==> src/hw/rtl/iir_df1_pkg.sv <==
// ----------------------------------------------------------------------------
// IIR Direct Form I package
// Widths, register map, payload types and the round/saturate function.
// ----------------------------------------------------------------------------
`timescale 1ns / 1ps

package iir_df1_pkg;

  localparam int SAMPLE_W = 16;  // Q1.15
  localparam int COEF_W   = 20;  // Q4.16
  localparam int PROD_W   = SAMPLE_W + COEF_W;
  localparam int ACC_W    = PROD_W + 2;  // five products
  localparam int FRAC_SHIFT = 16;
  localparam int RND_W    = ACC_W - FRAC_SHIFT;

  localparam int FEEDFORWARD_TAPS = 3;
  localparam int FEEDBACK_TAPS    = 2;

  localparam int NUM_REGS = 5;
  localparam int ADDR_W   = 5;
  localparam int DATA_W   = 32;

  localparam logic signed [COEF_W-1:0] COEF_B0_RESET = 20'sd65536;

  localparam logic signed [ACC_W-1:0] ROUND_BIAS = ACC_W'(32768);
  localparam logic signed [RND_W-1:0] RND_MAX    = RND_W'(32767);
  localparam logic signed [RND_W-1:0] RND_MIN    = -RND_W'(32768);

  typedef enum logic [2:0] {
    REG_B0 = 3'd0,
    REG_B1 = 3'd1,
    REG_B2 = 3'd2,
    REG_A1 = 3'd3,
    REG_A2 = 3'd4
  } reg_index_t;

  typedef logic signed [SAMPLE_W-1:0] sample_t;
  typedef logic signed [COEF_W-1:0]   coef_t;
  typedef logic signed [PROD_W-1:0]   prod_t;
  typedef logic signed [ACC_W-1:0]    acc_t;

  typedef struct packed {
    logic    saturated;
    sample_t sample_out;
  } out_item_t;

  // Round to nearest (ties up), then clip to the sample range.
  function automatic out_item_t round_sat(input acc_t acc);
    acc_t                     biased;
    logic signed [RND_W-1:0]  rnd;
    out_item_t                r;
    biased = acc + ROUND_BIAS;
    rnd    = RND_W'(biased >>> FRAC_SHIFT);
    if (rnd > RND_MAX) begin
      r.sample_out = SAMPLE_W'(RND_MAX);
      r.saturated  = 1'b1;
    end else if (rnd < RND_MIN) begin
      r.sample_out = SAMPLE_W'(RND_MIN);
      r.saturated  = 1'b1;
    end else begin
      r.sample_out = SAMPLE_W'(rnd);
      r.saturated  = 1'b0;
    end
    return r;
  endfunction

endpackage

==> src/hw/rtl/iir_df1_tap.sv <==
// ----------------------------------------------------------------------------
// IIR Direct Form I tap cell
// Holds one history sample, weights it by its coefficient and passes the
// sample on to the next cell of the delay line on every transfer.
// ----------------------------------------------------------------------------
`timescale 1ns / 1ps

module iir_df1_tap
  import iir_df1_pkg::*;
(
  input  logic    clk,
  input  logic    rst,
  input  logic    advance,
  input  logic    clear,
  input  coef_t   coef,
  input  sample_t shift_in,
  output sample_t shift_out,
  output prod_t   product
);

  sample_t hist;

  // Cleared history reads as zero for the sample that requests the clear.
  assign shift_out = clear ? '0 : hist;
  assign product   = coef * shift_out;

  always_ff @(posedge clk) begin
    if (rst) begin
      hist <= '0;
    end else if (advance) begin
      hist <= shift_in;
    end
  end

endmodule

==> config.mk <==
export PLATFORM = sky130hd
export DESIGN_NAME = iir_df1_tap
export DESIGN_NICKNAME = d
export VERILOG_FILES = /design/src/hw/rtl/iir_df1_pkg.sv /design/src/hw/rtl/iir_df1_tap.sv
export SDC_FILE = /design/constraint.sdc
export NUM_CORES = 1
export LEC_CHECK = 0
export BUFFER_PORTS_ARGS = -buffer_cell sky130_fd_sc_hd__buf_4
export CORE_UTILIZATION = 50
export DETAILED_ROUTE_END_ITERATION = 8
export HOLD_SLACK_MARGIN = 0.08
export PLACE_DENSITY = 0.74
export RECOVER_POWER = 25
export SETUP_SLACK_MARGIN = 0.5
export SYNTH_ARGS = -nofsm -noshare
export SYNTH_HDL_FRONTEND = slang
export SYNTH_SLANG_ARGS = --single-unit
==> constraint.sdc <==
create_clock -name clk -period 6.7 [get_ports clk]
set_input_delay 0.67 -clock clk [delete_from_list [all_inputs] [get_ports clk]]
set_output_delay 0.67 -clock clk [all_outputs]
set_load 0.005 [all_outputs]
==> Word level (Yosys, flattened, before mapping) <==
Index checks and enable logic that the tools add are counted.
Widths: inputs -> output; s select.
{ "classes": {"multipliers": 1, "mux": 1} }
{ "ops": {"columns": ["operator", "n"], "rows": [
  ["$mul 20x16->36", 1],
  ["$mux 16", 1]
]} }
{ "totals": {"out_inout_bits": 52, "ff_bits": 16, "inputBits": 40, "word_cells": 3} }

==> Depth between registers and ports, before layout <==
{ "logic_depth": {"ltp_word": 2, "ltp_mapped": 25, "ltp_nobuf": 22} }

==> Worst setup path after synthesis <==
Ideal clock, no wire load.
{ "synth_timing": {"kind": "in2out", "start": "input clear", "end": "output product[32]", "path_buffers": 2, "slack_ns": -0.513, "t_arrival_ns": 6.543, "required_ns": 6.030, "path_stages": 24, "cell_sequence": "clkbuf_1 -> nor2b_1 -> clkbuf_1 -> nand2_1 -> fa_1 -> inv_1 -> fa_1 -> inv_1 -> fa_1 -> inv_1 -> fa_1 -> fa_1 -> inv_1 -> fa_1 -> inv_1 -> ha_1 -> a21o_1 -> o21bai_4 -> a2111oi_4 -> o21ai_2 -> and3_4 -> o21a_1 -> and4_1 -> or3_1"} }
{ "synth_via": {"elab_chain_cells": 2} }
{ "synth_lines": {"columns": ["item", "line", "rtl"], "rows": [
  ["from (decl)", "iir_df1_tap.sv:14", "input logic clear,"],
  ["$mux 16", "iir_df1_tap.sv:24", "assign shift_out = clear ? '0 : hist;"],
  ["$mul 20x16->36", "iir_df1_tap.sv:25", "assign product = coef * shift_out;"],
  ["to (decl)", "iir_df1_tap.sv:18", "output prod_t product"]
]} }
No other way between the ends.

==> Worst setup path in the final report <==
{ "layout_timing": {"start": "input clear", "end": "output product[35]"} }
Same word-level chain as after synthesis.

==> impl_results.md <==
- Routability cong.: 0.909
- Leak: 0.00871 uW
- Core footprint: 24,500 um^2
- Per-cell routed wire length: ~17 um
- Least-Margin Pin Slew: 1.16 ns
- Largest cells by area after synthesis: fa_1 51%, inv_1 10%, ha_1 9.0%, and2_1 7.6%, nand2_1 5.0%
- # rows: 57
- CTS Buf Count: 3
- Reg clk slew, reported paths: 0.05 ns
- Max Freq: 137 MHz
- GRT overflow: 0
- Syn. warnings: 0
- Relative slew margins: 0.225
- Largest net degree at the start of global routing: 22
- TNS Setup: -8.11 ns
- Crit Path Category: in2out
- Global-route wire length before repair: between 50,000 and 60,000 um
- Final Cycle Share: 1.09
- Clk network pwr share: 0.054
- DRT Pass-1 Iters: 6
- H-tree lvl count: 1
- Primary FF master, synth: dfxtp_1
- Most flops, register: hist
- Max Slew Vio Count: 0
- DR iter-0 viols: between 300 and 400
- Post-Syn Nets: 1,852
- Comb pwr share: 0.902
- Antenna violations before repair: 1
- CP startpoint kind: input pin
- Clk_skew: 0 ns
- Most used standard cell by instance count after synthesis: inv_1
- DR vias: 10,300
- Initial core utilization: 0.514
- Critical Path Fanout Max: 5
- Max reg flops: 16
- Die W: 161 um
- CTS tree: yes
- Net switching power: roughly 1100 uW
- Yosys top cell by area: fa_1
- Pwr/cell area: 144 nW/um^2
- Worst vdd rail ir drop: ~0.23 mV
- HPWL Detailed: 27,900 um
- Reg power frac: 0.044
- Largest registers: hist x16
- Synth-to-Final Area Change: 32.0%
- Vias in the first global route: ~12,000
- Number of synthesized flops with an enable pin: 0
- Vias per inst: 5.11
- Post-route DRC: 0
- Port Buffer Count: 91
- Post-layout minimum cycle time: 7.31 ns
- Final WS setup: -0.606 ns
- Final setup fails: 19
- Max-Cap Viols: 0
- Outcome: finished with violations
- Worst Path Arrival: 6.64 ns
- Final WL: 34,200 um
- Synth async-reset ratio: 0
- Share of cells above drive strength 1: 0.293
- Endpoints failing hold: 0
- CP endpoint kind: output port
- All-Layer GR Usage: 0.282
- Seq cells post-synth: 16
- Synth Area per Inst: 8.95 um^2
- Die Height: approximately 160 um
- Skew-Pair Late Insertion Delay: about 0.24 ns
- Mapped cell area: ~13,000 um^2
- Fillers: approximately 1,800
- Antenna Nets Post-Route: 0
- Clock tree sinks: 16
- HP Class: reg2reg
- Clk buf depth: 2
- Power Total: 2390 uW
- Number of diodes: 0
- CTS Hold Bufs: 0
- Root buffer cell: clkbuf_16
- Share of the synthesized area in the top cell type: 0.506
- Switching share of power: 0.457
- Critical Path RT: 6.03 ns
- Worst slack at placement: -0.785 ns
- Synth unique cells: 50
- Seq/Total Area, Yosys: 0.0255
- P_int: 1300 uW
- Die area: 25,800 um^2
- Mapped Cells: ~1,400
- Failing checks: setup timing
- Commonest cells post-synth: 351 x inv_1, 318 x fa_1, 169 x nand2_1, 152 x and2_1, 90 x ha_1
- RSZ-0062 raised after global routing: yes
- # nets final: 2,131
- Top-Level Pins: just over 90
-- kinds of logic after synthesis --
family / Yosys count / synth area share
simple gates: 427 / 0.167
buf+inv: 411 / 0.123
fa+ha+maj: 408 / 0.596
compound gates: 87 / 0.0485
xor+xnor: 38 / 0.0265
mux: 17 / 0.0136
flops: 16 / 0.0255
-- worst max-delay path, cell delays in order --
cell and delay (ns):
buf_12 0.11, buf_12 0.13, nor2b_4 0.18, buf_6 0.13, buf_12 0.09, buf_16 0.11, nand2_4 0.04, fa_1 0.51
inv_2 0.04, fa_2 0.44, fa_1 0.56, fa_1 0.43, fa_1 0.52, inv_2 0.05, fa_1 0.49, inv_2 0.05
ha_4 0.23, o21ai_2 0.14, nor2_2 0.07, o41ai_4 0.47, o21ai_4 0.17, o21ai_4 0.22, a31oi_4 0.14, o2111a_1 0.25
a211o_1 0.24, buf_6 0.12
-- routing by layer --
layer	global-route usage	part of all wire	wire, um	vias up
li1	-	-	-	4640
met1	0.321	0.36	12500	5205
met2	0.528	0.54	18400	308
met3	0.0385	0.050	1710	102
met4	0.116	0.047	1600	2
met5	0	0.00026	9	-
-- cell usage in the layout (no fill, tap or decap), drive strengths merged, types with 2 or more instances in the layout --
cell type,instances
inv,351
buf,332
fa,318
nand2,169
and2,152
ha,90
nor2,58
xnor2,29
a21oi,24
a21o,18
o21ai,17
mux2i,16
dfxtp,16
nor2b,16
xor2,9
nand2b,7
clkbuf,6
nor3,5
nand3,5
a211oi,5
o21a,4
or2,4
a31oi,4
o211ai,3
and3,3
or4,2
o21bai,2
or3,2
o311ai,2
-- final cells by class --
class / count / area, um^2 / area share
multi-input cells: 977 / 11500 / 0.694
repair buffers: 334 / 2940 / 0.177
inverters: 351 / 1320 / 0.0794
well taps: 324 / 405 / 0.0244
flip-flops and latches: 16 / 320 / 0.0193
clock buffers: 4 / 88.8 / 0.00535
-- metrics by stage --
| stage | utilization | instance area, um^2 | hold slack [ns] | std cells |
|---|---|---|---|---|
| after floorplan | - | 13000 | 0.452 | 1404 |
| after global placement | 0.629 | 15400 | 0.466 | 1955 |
| after CTS | 0.670 | 16400 | 0.497 | 1992 |
| after detailed placement | 0.629 | 15400 | 0.474 | 1955 |
| final | 0.678 | 16600 | 0.504 | 2006 |
| after global routing | 0.678 | 16600 | 0.522 | 2006 |
-- power by group through the flow --
stage	registers (uW)	clock network [uW]	logic [uW]
3_3_place_gp	106	0	1850
4_1_cts	105	129	2090
5_1_grt	105	136	2380
3_5_place_dp	106	0	1880
6_report	105	128	2150
2_1_floorplan	105	0	1090
-- timing repair --
item,4_1_cts,5_1_grt
gates resized for setup,146,28
pin swaps,94,30
setup endpoints to repair,25,26
gates cloned,2,1
buffers inserted,31,13
-- path summary, 6_finish.rpt --
path | start | endpoint | slack [ns] | depth (start not counted)
setup / recovery | clear | product[35] | -0.61 | 26
hold / removal | hist[0] | hist[0] | 0.50 | 2
setup reg to reg | hist[4] | hist[4] | 5.98 | 2
hold reg to reg | hist[0] | hist[0] | 0.50 | 2
Note: power is estimated with default switching activity, not from simulation.
