File: src/hw/rtl/iir_df1_pkg.sv
// ----------------------------------------------------------------------------
// IIR Direct Form I package
// Widths, register map, payload types and the round/saturate function.
// ----------------------------------------------------------------------------
`timescale 1ns / 1ps

package iir_df1_pkg;

  localparam int SAMPLE_W = 16;  // Q1.15
  localparam int COEF_W   = 20;  // Q4.16
  localparam int PROD_W   = SAMPLE_W + COEF_W;
  localparam int ACC_W    = PROD_W + 2;  // five products
  localparam int FRAC_SHIFT = 16;
  localparam int RND_W    = ACC_W - FRAC_SHIFT;

  localparam int FEEDFORWARD_TAPS = 3;
  localparam int FEEDBACK_TAPS    = 2;

  localparam int NUM_REGS = 5;
  localparam int ADDR_W   = 5;
  localparam int DATA_W   = 32;

  localparam logic signed [COEF_W-1:0] COEF_B0_RESET = 20'sd65536;

  localparam logic signed [ACC_W-1:0] ROUND_BIAS = ACC_W'(32768);
  localparam logic signed [RND_W-1:0] RND_MAX    = RND_W'(32767);
  localparam logic signed [RND_W-1:0] RND_MIN    = -RND_W'(32768);

  typedef enum logic [2:0] {
    REG_B0 = 3'd0,
    REG_B1 = 3'd1,
    REG_B2 = 3'd2,
    REG_A1 = 3'd3,
    REG_A2 = 3'd4
  } reg_index_t;

  typedef logic signed [SAMPLE_W-1:0] sample_t;
  typedef logic signed [COEF_W-1:0]   coef_t;
  typedef logic signed [PROD_W-1:0]   prod_t;
  typedef logic signed [ACC_W-1:0]    acc_t;

  typedef struct packed {
    logic    saturated;
    sample_t sample_out;
  } out_item_t;

  // Round to nearest (ties up), then clip to the sample range.
  function automatic out_item_t round_sat(input acc_t acc);
    acc_t                     biased;
    logic signed [RND_W-1:0]  rnd;
    out_item_t                r;
    biased = acc + ROUND_BIAS;
    rnd    = RND_W'(biased >>> FRAC_SHIFT);
    if (rnd > RND_MAX) begin
      r.sample_out = SAMPLE_W'(RND_MAX);
      r.saturated  = 1'b1;
    end else if (rnd < RND_MIN) begin
      r.sample_out = SAMPLE_W'(RND_MIN);
      r.saturated  = 1'b1;
    end else begin
      r.sample_out = SAMPLE_W'(rnd);
      r.saturated  = 1'b0;
    end
    return r;
  endfunction

endpackage

File: src/hw/rtl/iir_df1_outbuf.sv
// ----------------------------------------------------------------------------
// IIR Direct Form I output buffer
// Two-entry result queue: a head register that drives the port and a skid
// register behind it.
// ----------------------------------------------------------------------------
`timescale 1ns / 1ps

module iir_df1_outbuf
  import iir_df1_pkg::*;
(
  input  logic      clk,
  input  logic      rst,
  input  logic      push,
  input  out_item_t push_item,
  output logic      push_ready,
  output logic      pop_valid,
  input  logic      pop_ready,
  output out_item_t head_item
);

  logic [1:0] count;
  logic [1:0] count_next;
  out_item_t  skid_item;
  logic       pop;

  assign pop        = pop_valid & pop_ready;
  assign pop_valid  = (count != 2'd0);
  assign push_ready = (count != 2'd2);

  always_comb begin
    count_next = count;
    if (push && !pop) begin
      count_next = count + 2'd1;
    end else if (pop && !push) begin
      count_next = count - 2'd1;
    end
  end

  always_ff @(posedge clk) begin
    if (rst) begin
      count <= '0;
    end else begin
      count <= count_next;
    end
  end

  // Head takes the skid entry on a pop from full, or a push when free.
  always_ff @(posedge clk) begin
    if (pop && count == 2'd2) begin
      head_item <= skid_item;
    end else if (push && (count == 2'd0 || (count == 2'd1 && pop))) begin
      head_item <= push_item;
    end
    if (push && count == 2'd1 && !pop) begin
      skid_item <= push_item;
    end
  end

endmodule

File: config.mk
export PLATFORM = sky130hd
export DESIGN_NAME = iir_df1_outbuf
export DESIGN_NICKNAME = d
export VERILOG_FILES = /design/src/hw/rtl/iir_df1_pkg.sv /design/src/hw/rtl/iir_df1_outbuf.sv
export SDC_FILE = /design/constraint.sdc
export NUM_CORES = 1
export LEC_CHECK = 0
export BUFFER_PORTS_ARGS = -buffer_cell sky130_fd_sc_hd__buf_4
export CORE_MARGIN = 4
export CORE_UTILIZATION = 43
export CTS_CLUSTER_SIZE = 10
export DETAILED_ROUTE_END_ITERATION = 16
export HOLD_SLACK_MARGIN = 0.06
export PLACE_DENSITY = 0.74
export SLEW_MARGIN = 20
export SYNTH_ARGS = -nofsm -noshare
export SYNTH_HDL_FRONTEND = slang
export SYNTH_SLANG_ARGS = --single-unit
File: constraint.sdc
create_clock -name clk -period 2.15 [get_ports clk]
set_input_delay 0.215 -clock clk [delete_from_list [all_inputs] [get_ports clk]]
set_output_delay 0.215 -clock clk [all_outputs]
set_load 0.05 [all_outputs]
# Word-level counts from Yosys, hierarchy flattened
# Cells that the tools add are included.
# word_totals
inputBits,21
out_inout_bits,19
register_bits,36
wordCells,29
# op_classes
bitwise_logic,1
n_eq_ne,3
n_reduce_logical,14
n_mux,4
add_sub_neg,2
# op_table
operator,n
17-bit 2-to-1 mux,2
1-bit logical AND,7
2-bit nonzero test,3
2-bit 2-to-1 mux,2
"2-bit by 1-bit adder with 2-bit output, second input constant",1
"2-bit by 1-bit equality test with 1-bit output, second input constant",1
"2-bit equality test, second input constant",1
1-bit logical NOT,2
2-bit logical NOT,1
"2-bit inequality test, second input constant",1
"2-bit by 1-bit subtractor with 2-bit output, second input constant",1
1-bit bitwise AND,1
1-bit logical OR,1

# Longest topological paths before layout
# Gate-level depths: netlist of run 1.
# logic_depth
ltp_word,7
depth_mapped,6
depth_no_buf,6

# Least setup slack after synthesis of run 1
# OpenSTA, ideal clock, no wires.
# synth_timing
path_kind,reg-to-reg
from,reg count[0]
to,"reg head_item[0] (netlist name), enable pin"
path_slack_ns,-0.128
required_time_ns,1.735
stages_incl_launch_ff,5
setup_ns,0.415
period_less_slack_ns,2.278
n_path_buf,0
t_arrival_ns,1.863
cell_sequence,dfxtp_1 -> inv_1 -> ha_1 -> a21oi_1 -> o21ai_0
# synth_via
elab_chain_cells,6
word_cells_on_any_way,10
classes_between,eq/ne (2); bitwise (1); reduce/logical (7)
# synth_lines
item,line_no,text
"start, declared",iir_df1_outbuf.sv:21,logic [1:0] count;
"start signal, assigned",iir_df1_outbuf.sv:43,count <= count_next;
2-bit nonzero test,iir_df1_outbuf.sv:27,assign pop_valid = (count != 2'd0);
1-bit bitwise AND,iir_df1_outbuf.sv:26,assign pop = pop_valid & pop_ready;
1-bit logical AND,iir_df1_outbuf.sv:51,end else if (push && (count == 2'd0 || (count == 2'd1 && pop))) begin
1-bit logical OR,iir_df1_outbuf.sv:51,
1-bit logical AND,iir_df1_outbuf.sv:51,
2-bit nonzero test (no line) (*),n/a,
"end signal, assigned",iir_df1_outbuf.sv:50,head_item <= skid_item;
"end signal, assigned",iir_df1_outbuf.sv:52,head_item <= push_item;
"end, declared",iir_df1_outbuf.sv:18,output out_item_t head_item
# Every way passes the cells marked *; elsewhere a longest branch is shown, timed or not.
# A chain may end at the register's enable or synchronous reset.

# Worst setup path in the final report of run 1
# layout_timing
from,reg count[0]
to,"reg skid_item[3] (netlist name), enable pin"
# layout_via
elab_chain_cells,4
word_cells_on_any_way,6
classes_between,eq/ne (1); bitwise (1); reduce/logical (4)
# layout_lines
item,line_no,text
2-bit nonzero test,iir_df1_outbuf.sv:27,
1-bit bitwise AND,iir_df1_outbuf.sv:26,
1-bit logical NOT,iir_df1_outbuf.sv:54,if (push && count == 2'd1 && !pop) begin
1-bit logical AND (*),iir_df1_outbuf.sv:54,
"end signal, assigned",iir_df1_outbuf.sv:55,skid_item <= push_item;
"end, declared",iir_df1_outbuf.sv:23,out_item_t skid_item;
# Marked as above.

==> flow_summary_export.csv, run 1 <==
group,metric,value,unit
synth,synth_top_area_cell,"edfxtp_1",
final_layout,fillCellCount,229,
sta,setup_tns,0,ps
critical_path,required,2130,ps
critical_path,cp_slowest_cell,"and3_1",
clock_network,cts_tree,"yes",
global_route,grt.overflow.total,0,
sta,fin_crit,1820,ps
synth,synth.most_common_cell,"edfxtp_1",
placement,gp_congestion,0.649,
clock_network,clk_pin_slew_worst_paths,90,ps
final_layout,diodes,0,
status,status,"completed",
sta,worstMarginPinSlew,840,ps
synth,yosysTopAreaCellShare,70.6,%
floorplanning,start_util,46.2,%
routing,first_pass_iters,4,
synth,syn_area_per_cell,19.8,um2
sta,setup_viol,0,
power,p_leak,0.000849,uW
critical_path,critPathTopFamily,"simple AND/OR/NAND/NOR gates",
sta,setup_slack,326,ps
final_layout,multi_input_area,359,um2
sta,fmax,0.548,GHz
critical_path,crit_type,"flip-flop to flip-flop",
critical_path,cp_cell_sequence,"inv_1 -> ha_1 -> or2b_1 -> and3_1",
clock_network,htree_levels,2,
floorplanning,io-pin-count,40,
final_layout,area_growth,40.1,%
synth,yosysSeqAreaShare,73.4,%
floorplanning,die_h,66.0,um
sta,period_share,84.8,%
power,power.density,1170,nW/um2
synth,synth-edff-count,34,
routing,vias_per_cell,4.55,
critical_path,end_kind,"flip-flop",
routing,routedWlPerCell,13.5,um
global_route,grt.total_usage,12.9,%
final_layout,regArea,1060,um2
sta,hold_viol,0,
synth,netlist_top_cells_area,"edfxtp_1 (71%), mux2_4 (9.3%), mux2_2 (6.2%)",
floorplanning,die-area,4360,um2
critical_path,worstPathArrival,1800,ps
critical_path,crit_path_start_kind,"flip-flop",
floorplanning,core-area,3130,um2
final_layout,drive_gt1_share,47.8,%
global_route,grt_antenna_before_repair,0,
global_route,grt_pass1_wl,4.07,mm
clock_network,clk_latency,340,ps
synth,ys_warn_count,0,
synth,synth_top_cells_by_count,"edfxtp_1 (34), mux2_4 (9), mux2_2 (8)",
synth,synth_fp_nets,98,
critical_path,path_buf_inv,1,
clock_network,cts_buffer_depth,2,
sta,clock_skew,7.18,ps
power,vdd_drop_max,0.933,mV
clock_network,ctsRootBufferMaster,"clkbuf_4",
global_route,grt_pass1_vias,913,
global_route,grt_max_degree,18,
final_layout,layout.nets,162,
critical_path,cpPeakStageDelay,640,ps
routing,wirelength,2.45,mm
sta,hold_slack,278,ps
synth,netlist_instances,73,
synth,synth_area,1450,um2
sta,rsz0062_at_grt,"no",
sta,final_max_slew_viol_count,0,
placement,dp.final_hpwl,1.72,mm
critical_path,critical_path.max_fanout,17,
synth,synthDistinctLibCells,16,
placement,pre_cts_slack,313,ps
routing,ant_nets,0,
synth,synth_flop_cell,"edfxtp_1",
hold_path,hp-class,"input port to flip-flop",
floorplanning,die_w,66.0,um
routing,drcViolationCount,0,
sta,slew_headroom,44.0,%
routing,vias,829,
floorplanning,fp-row-count,20,
clock_network,post_cts_resized,0,
job,max_cap_viol_count,0,
placement,port_buffers,39,
routing,drt_iter0_drc,22,
clock_network,numCtsBuffers,5,
clock_network,cts_sinks,36,
synth,synth-async-reset-ratio,0,%
synth,ys_ff_latch,36,
[tightest hold or removal path, cell delays in order]
cell and delay, ps:
buf_4 100, ha_1 180, o31ai_1 80
[layout make-up]
type                            count  share of cell area (%)
Clock buffer                        5                    1.85
Clock inverter                      3                   0.679
Tap cell                           44                    2.72
Multi-Input combinational cell     31                    17.7
Sequential cell                    36                    52.4
Inverter                            5                   0.926
Timing Repair Buffer               58                    23.7
[cells by family (layout without fill, tap and decap cells)]
group / Yosys count / after routing / share of synthesized area (%)
adders and majority gates: 4 / 4 / 3.46
AOI/OAI and AO/OA: 3 / 3 / 1.21
and+or+nand+nor: 5 / 5 / 3.11
buffers and inverters: 6 / 71 / 2.08
DFF: 36 / 36 / 73.4
xor gates and xnor gates: 2 / 2 / 1.21
muxes: 17 / 17 / 15.6
[sequential cells by signal, summed over array words and instances, names as in the netlist]
signal,cells
count,2
skid_item,17
head_item,17
[layout by cell type (no fill, tap or decap)]
cell / instances
a21oi_1: 1
and3_1: 1
buf_4: 40
clkbuf_4: 5
clkinv_1: 1
clkinv_2: 2
dfxtp_1: 2
dlygate4sd3_1: 18
edfxtp_1: 34
ha_1: 4
inv_1: 5
mux2_2: 8
mux2_4: 9
nand3b_1: 1
nand3b_4: 1
nor2_1: 1
o21ai_2: 1
o31ai_1: 1
or2b_1: 1
xor2_1: 2
[final timing paths]
| check | start | to | slack (ps) | depth (start not counted) |
|---|---|---|---|---|
| worst max-delay path | count[0]$_SDFFE_PP0P_ | skid_item[3]$_DFFE_PP_ | 330 | 4 |
| worst min-delay path | push | count[1]$_SDFFE_PP0P_ | 280 | 3 |
| worst max register to register | count[0]$_SDFFE_PP0P_ | skid_item[3]$_DFFE_PP_ | 330 | 4 |
| worst min register to register | count[1]$_SDFFE_PP0P_ | count[1]$_SDFFE_PP0P_ | 510 | 2 |
[power breakdown]
group	total [uW]	internal [uW]	switching [uW]
sequential	1040	987	50.8
combinational	994	328	667
clock	333	120	214
total	2370	1430	931
[metal layers]
layer  wire [um]  vias up  global-route usage (%)
li1            -      406                       -
met1        1060      389                    14.7
met2        1180       32                    21.2
met3         183        2                    6.29
met4          29        0                    4.57
met5           0        -                       0
[stage by stage]
stage / area [um2] / total power [uW] / std cells / utilization (%)
after floorplan: 1450 / 1750 / 73 / -
after global placement: 1790 / 2010 / 156 / 57.4
after detailed placement: 1790 / 2040 / 156 / 57.4
after CTS: 2030 / 2390 / 182 / 64.8
after global routing: 2030 / 2480 / 182 / 64.8
final: 2030 / 2370 / 182 / 64.8
[timing repair]
item                      in CTS  in global routing
setup buffers                  0                  0
hold buffers                  18                  0
hold endpoints to repair      18                  0
Note: power is estimated with default switching activity, not from simulation.
==> inputs of run 2 (changes only) <==
--- a/config.mk
+++ b/config.mk
@@ -11,7 +11,7 @@
 export CTS_CLUSTER_SIZE = 10
 export DETAILED_ROUTE_END_ITERATION = 16
 export HOLD_SLACK_MARGIN = 0.06
-export PLACE_DENSITY = 0.74
+export PLACE_DENSITY = 0.72
 export SLEW_MARGIN = 20
 export SYNTH_ARGS = -nofsm -noshare
 export SYNTH_HDL_FRONTEND = slang
==> constraint.sdc (replaced) <==
create_clock -name clk -period 1.7 [get_ports clk]
set_input_delay 0.17 -clock clk [delete_from_list [all_inputs] [get_ports clk]]
set_output_delay 0.17 -clock clk [all_outputs]
set_load 0.05 [all_outputs]
==> run 2 against run 1 <==
First-iteration DRC count rose by 140%. Count of clock-buffer cells in the layout is the same. Power grew 50%. Sequential power is 26% higher. Worst setup slack got worse by 220 ps. Final cell count grew 1.6%. Clock skew rose by 3.9 ps. Via count grew 0.97%. Fmax is 14% higher. Sequential share of layout area shrank 3.0 points. Combinational power increased by 36%. Critical path type unchanged.
==> flow_summary_export.csv, run 2 (synthesis gave the netlist of run 1 again) <==
group,metric,value,unit
power,p_leak,0.000909,uW
global_route,grt_max_degree,19,
routing,drcViolationCount,0,
clock_network,cts_tree,"yes",
clock_network,clk_latency,340,ps
clock_network,htree_levels,2,
routing,routedWlPerCell,13.9,um
global_route,grt_util_met3,6.29,%
hold_path,min_from,"push",
sta,fmax,0.627,GHz
floorplanning,start_util,46.2,%
floorplanning,die_w,66.0,um
placement,port_buffers,39,
critical_path,end_kind,"flip-flop",
sta,setup_tns,0,ps
clock_network,cts_buffer_depth,2,
final_layout,fin_util,68.8,%
sta,hold_slack,239,ps
global_route,grt_pass1_vias,874,
routing,drt_iter0_drc,52,
critical_path,crit_type,"flip-flop to flip-flop",
sta,period_share,93.9,%
job,max_cap_viol_count,0,
critical_path,r2r_cells,6,
sta,setup_slack,104,ps
sta,slew_headroom,87.8,%
routing,vias,837,
floorplanning,die_h,66.0,um
critical_path,critical_path.max_fanout,4,
power,power.density,1650,nW/um2
status,status,"completed",
placement,pre_cts_slack,-11.9,ps
hold_path,hp-class,"input port to flip-flop",
critical_path,worstPathArrival,1830,ps
final_layout,top_regs,"head_item x17, skid_item x17, count x2",
floorplanning,fp-row-count,20,
sta,final_max_slew_viol_count,0,
hold_path,whs_endpoint,"count[1]$_SDFFE_PP0P_",
placement,placed_area,1820,um2
critical_path,crit_path_start_kind,"flip-flop",
final_layout,post-route-cell-area,2150,um2
routing,first_pass_iters,4,
sta,fin_crit,1600,ps
final_layout,fillCellCount,227,
global_route,grt_pass1_wl,4.16,mm
floorplanning,die-area,4360,um2
routing,wirelength,2.57,mm
final_layout,final_cell_mix,"buf_4 (41), edfxtp_1 (34), dlygate4sd3_1 (18)",
hold_path,hold_depth,3,
placement,gp_congestion,0.691,
clock_network,clk_pin_slew_worst_paths,100,ps
clock_network,cts_sinks,36,
critical_path,required,1930,ps
global_route,met1_usage,15.6,%
sta,hold_viol,0,
floorplanning,io-pin-count,40,
clock_network,numCtsBuffers,5,
final_layout,layout.nets,165,
critical_path,reg2reg_slack,100,ps
floorplanning,core-area,3130,um2
final_layout,diodes,0,
final_layout,final_common_cell,"buf_4",
global_route,grt_antenna_before_repair,0,
routing,ant_nets,0,
global_route,busiest_layer,"met2",
clock_network,ctsRootBufferMaster,"clkbuf_4",
sta,worstMarginPinSlew,181,ps
routing,vias_per_cell,4.52,
final_layout,area_growth,48.7,%
sta,clock_skew,11.1,ps
final_layout,drive_gt1_share,50.4,%
global_route,grt.total_usage,13.5,%
global_route,grt.overflow.total,0,
placement,dp.final_hpwl,1.76,mm
critical_path,timing.rr.start,"count[1]$_SDFFE_PP0P_",
global_route,use_met2,21.4,%
sta,rsz0062_at_grt,"no",
sta,setup_viol,0,
power,vdd_drop_max,1.16,mV
critical_path,reg2reg_to,"count[0]$_SDFFE_PP0P_",
[run 2: cell count changes in the layout (fill, tap and decap cells not counted)]
cell,change
buf_12,+2
buf_4,+1
bufinv_16,+3
clkinv_1,-1
clkinv_2,-2
dfxtp_1,-1
dfxtp_2,+1
[run 2: what timing repair did]
action | CTS | global route
setup buffers | 1 | 0
hold endpoints to repair | 19 | 0
endpoints found under the setup margin | 30 | 1
gates resized for setup | 0 | 1
hold buffers | 18 | 0
[run 2: through the flow]
step	power, uW	cells
6_report	3550	185
5_1_grt	3720	185
4_1_cts	3590	185
3_5_place_dp	2650	158
3_3_place_gp	2600	158
2_1_floorplan	2210	73
[run 2: cell type report]
class                   count  area, um2  share of cell area, %
multi-input cells          31        359                   16.7
repair buffers             61        528                   24.5
well taps                  44       55.1                   2.56
flip-flops and latches     36       1060                   49.4
inverters                   5       18.8                  0.873
clock inverters             3       90.1                   4.19
clock buffers               5       37.5                   1.75
[run 2: how the worst max path moves through the flow]
stage | startpoint | end | slack (ps) | depth (start not counted)
after floorplan | count[0]$_SDFFE_PP0P_ | head_item[0]$_DFFE_PP_ | 50 | 5
after global placement | count[0]$_SDFFE_PP0P_ | head_item[13]$_DFFE_PP_ | 60 | 5
after detailed placement | count[0]$_SDFFE_PP0P_ | head_item[10]$_DFFE_PP_ | -10 | 5
after CTS | count[0]$_SDFFE_PP0P_ | count[0]$_SDFFE_PP0P_ | 60 | 6
after global routing | count[1]$_SDFFE_PP0P_ | count[0]$_SDFFE_PP0P_ | 20 | 6
final | count[1]$_SDFFE_PP0P_ | count[0]$_SDFFE_PP0P_ | 100 | 6
[run 2: layer usage]
layer  wire length [um]  share of wire [%]  vias to the layer above
met2               1320                 51                       29
met5                  0                  0                        -
met4                 40                1.6                        0
met1               1020                 40                      392
li1                   -                  -                      411
met3                189                7.4                        5
[run 2: critical path, cell delays in order (launching register included)]
cell,delay (ps)
dfxtp_1,370
inv_1,70
ha_1,230
or2b_1,260
ha_1,340
xor2_1,180
nor2_1,50
[run 2: power breakdown]
group / switching [uW] / total (uW) / internal (uW)
combinational: 870 / 1350 / 484
sequential: 66.4 / 1310 / 1250
clock: 281 / 887 / 606
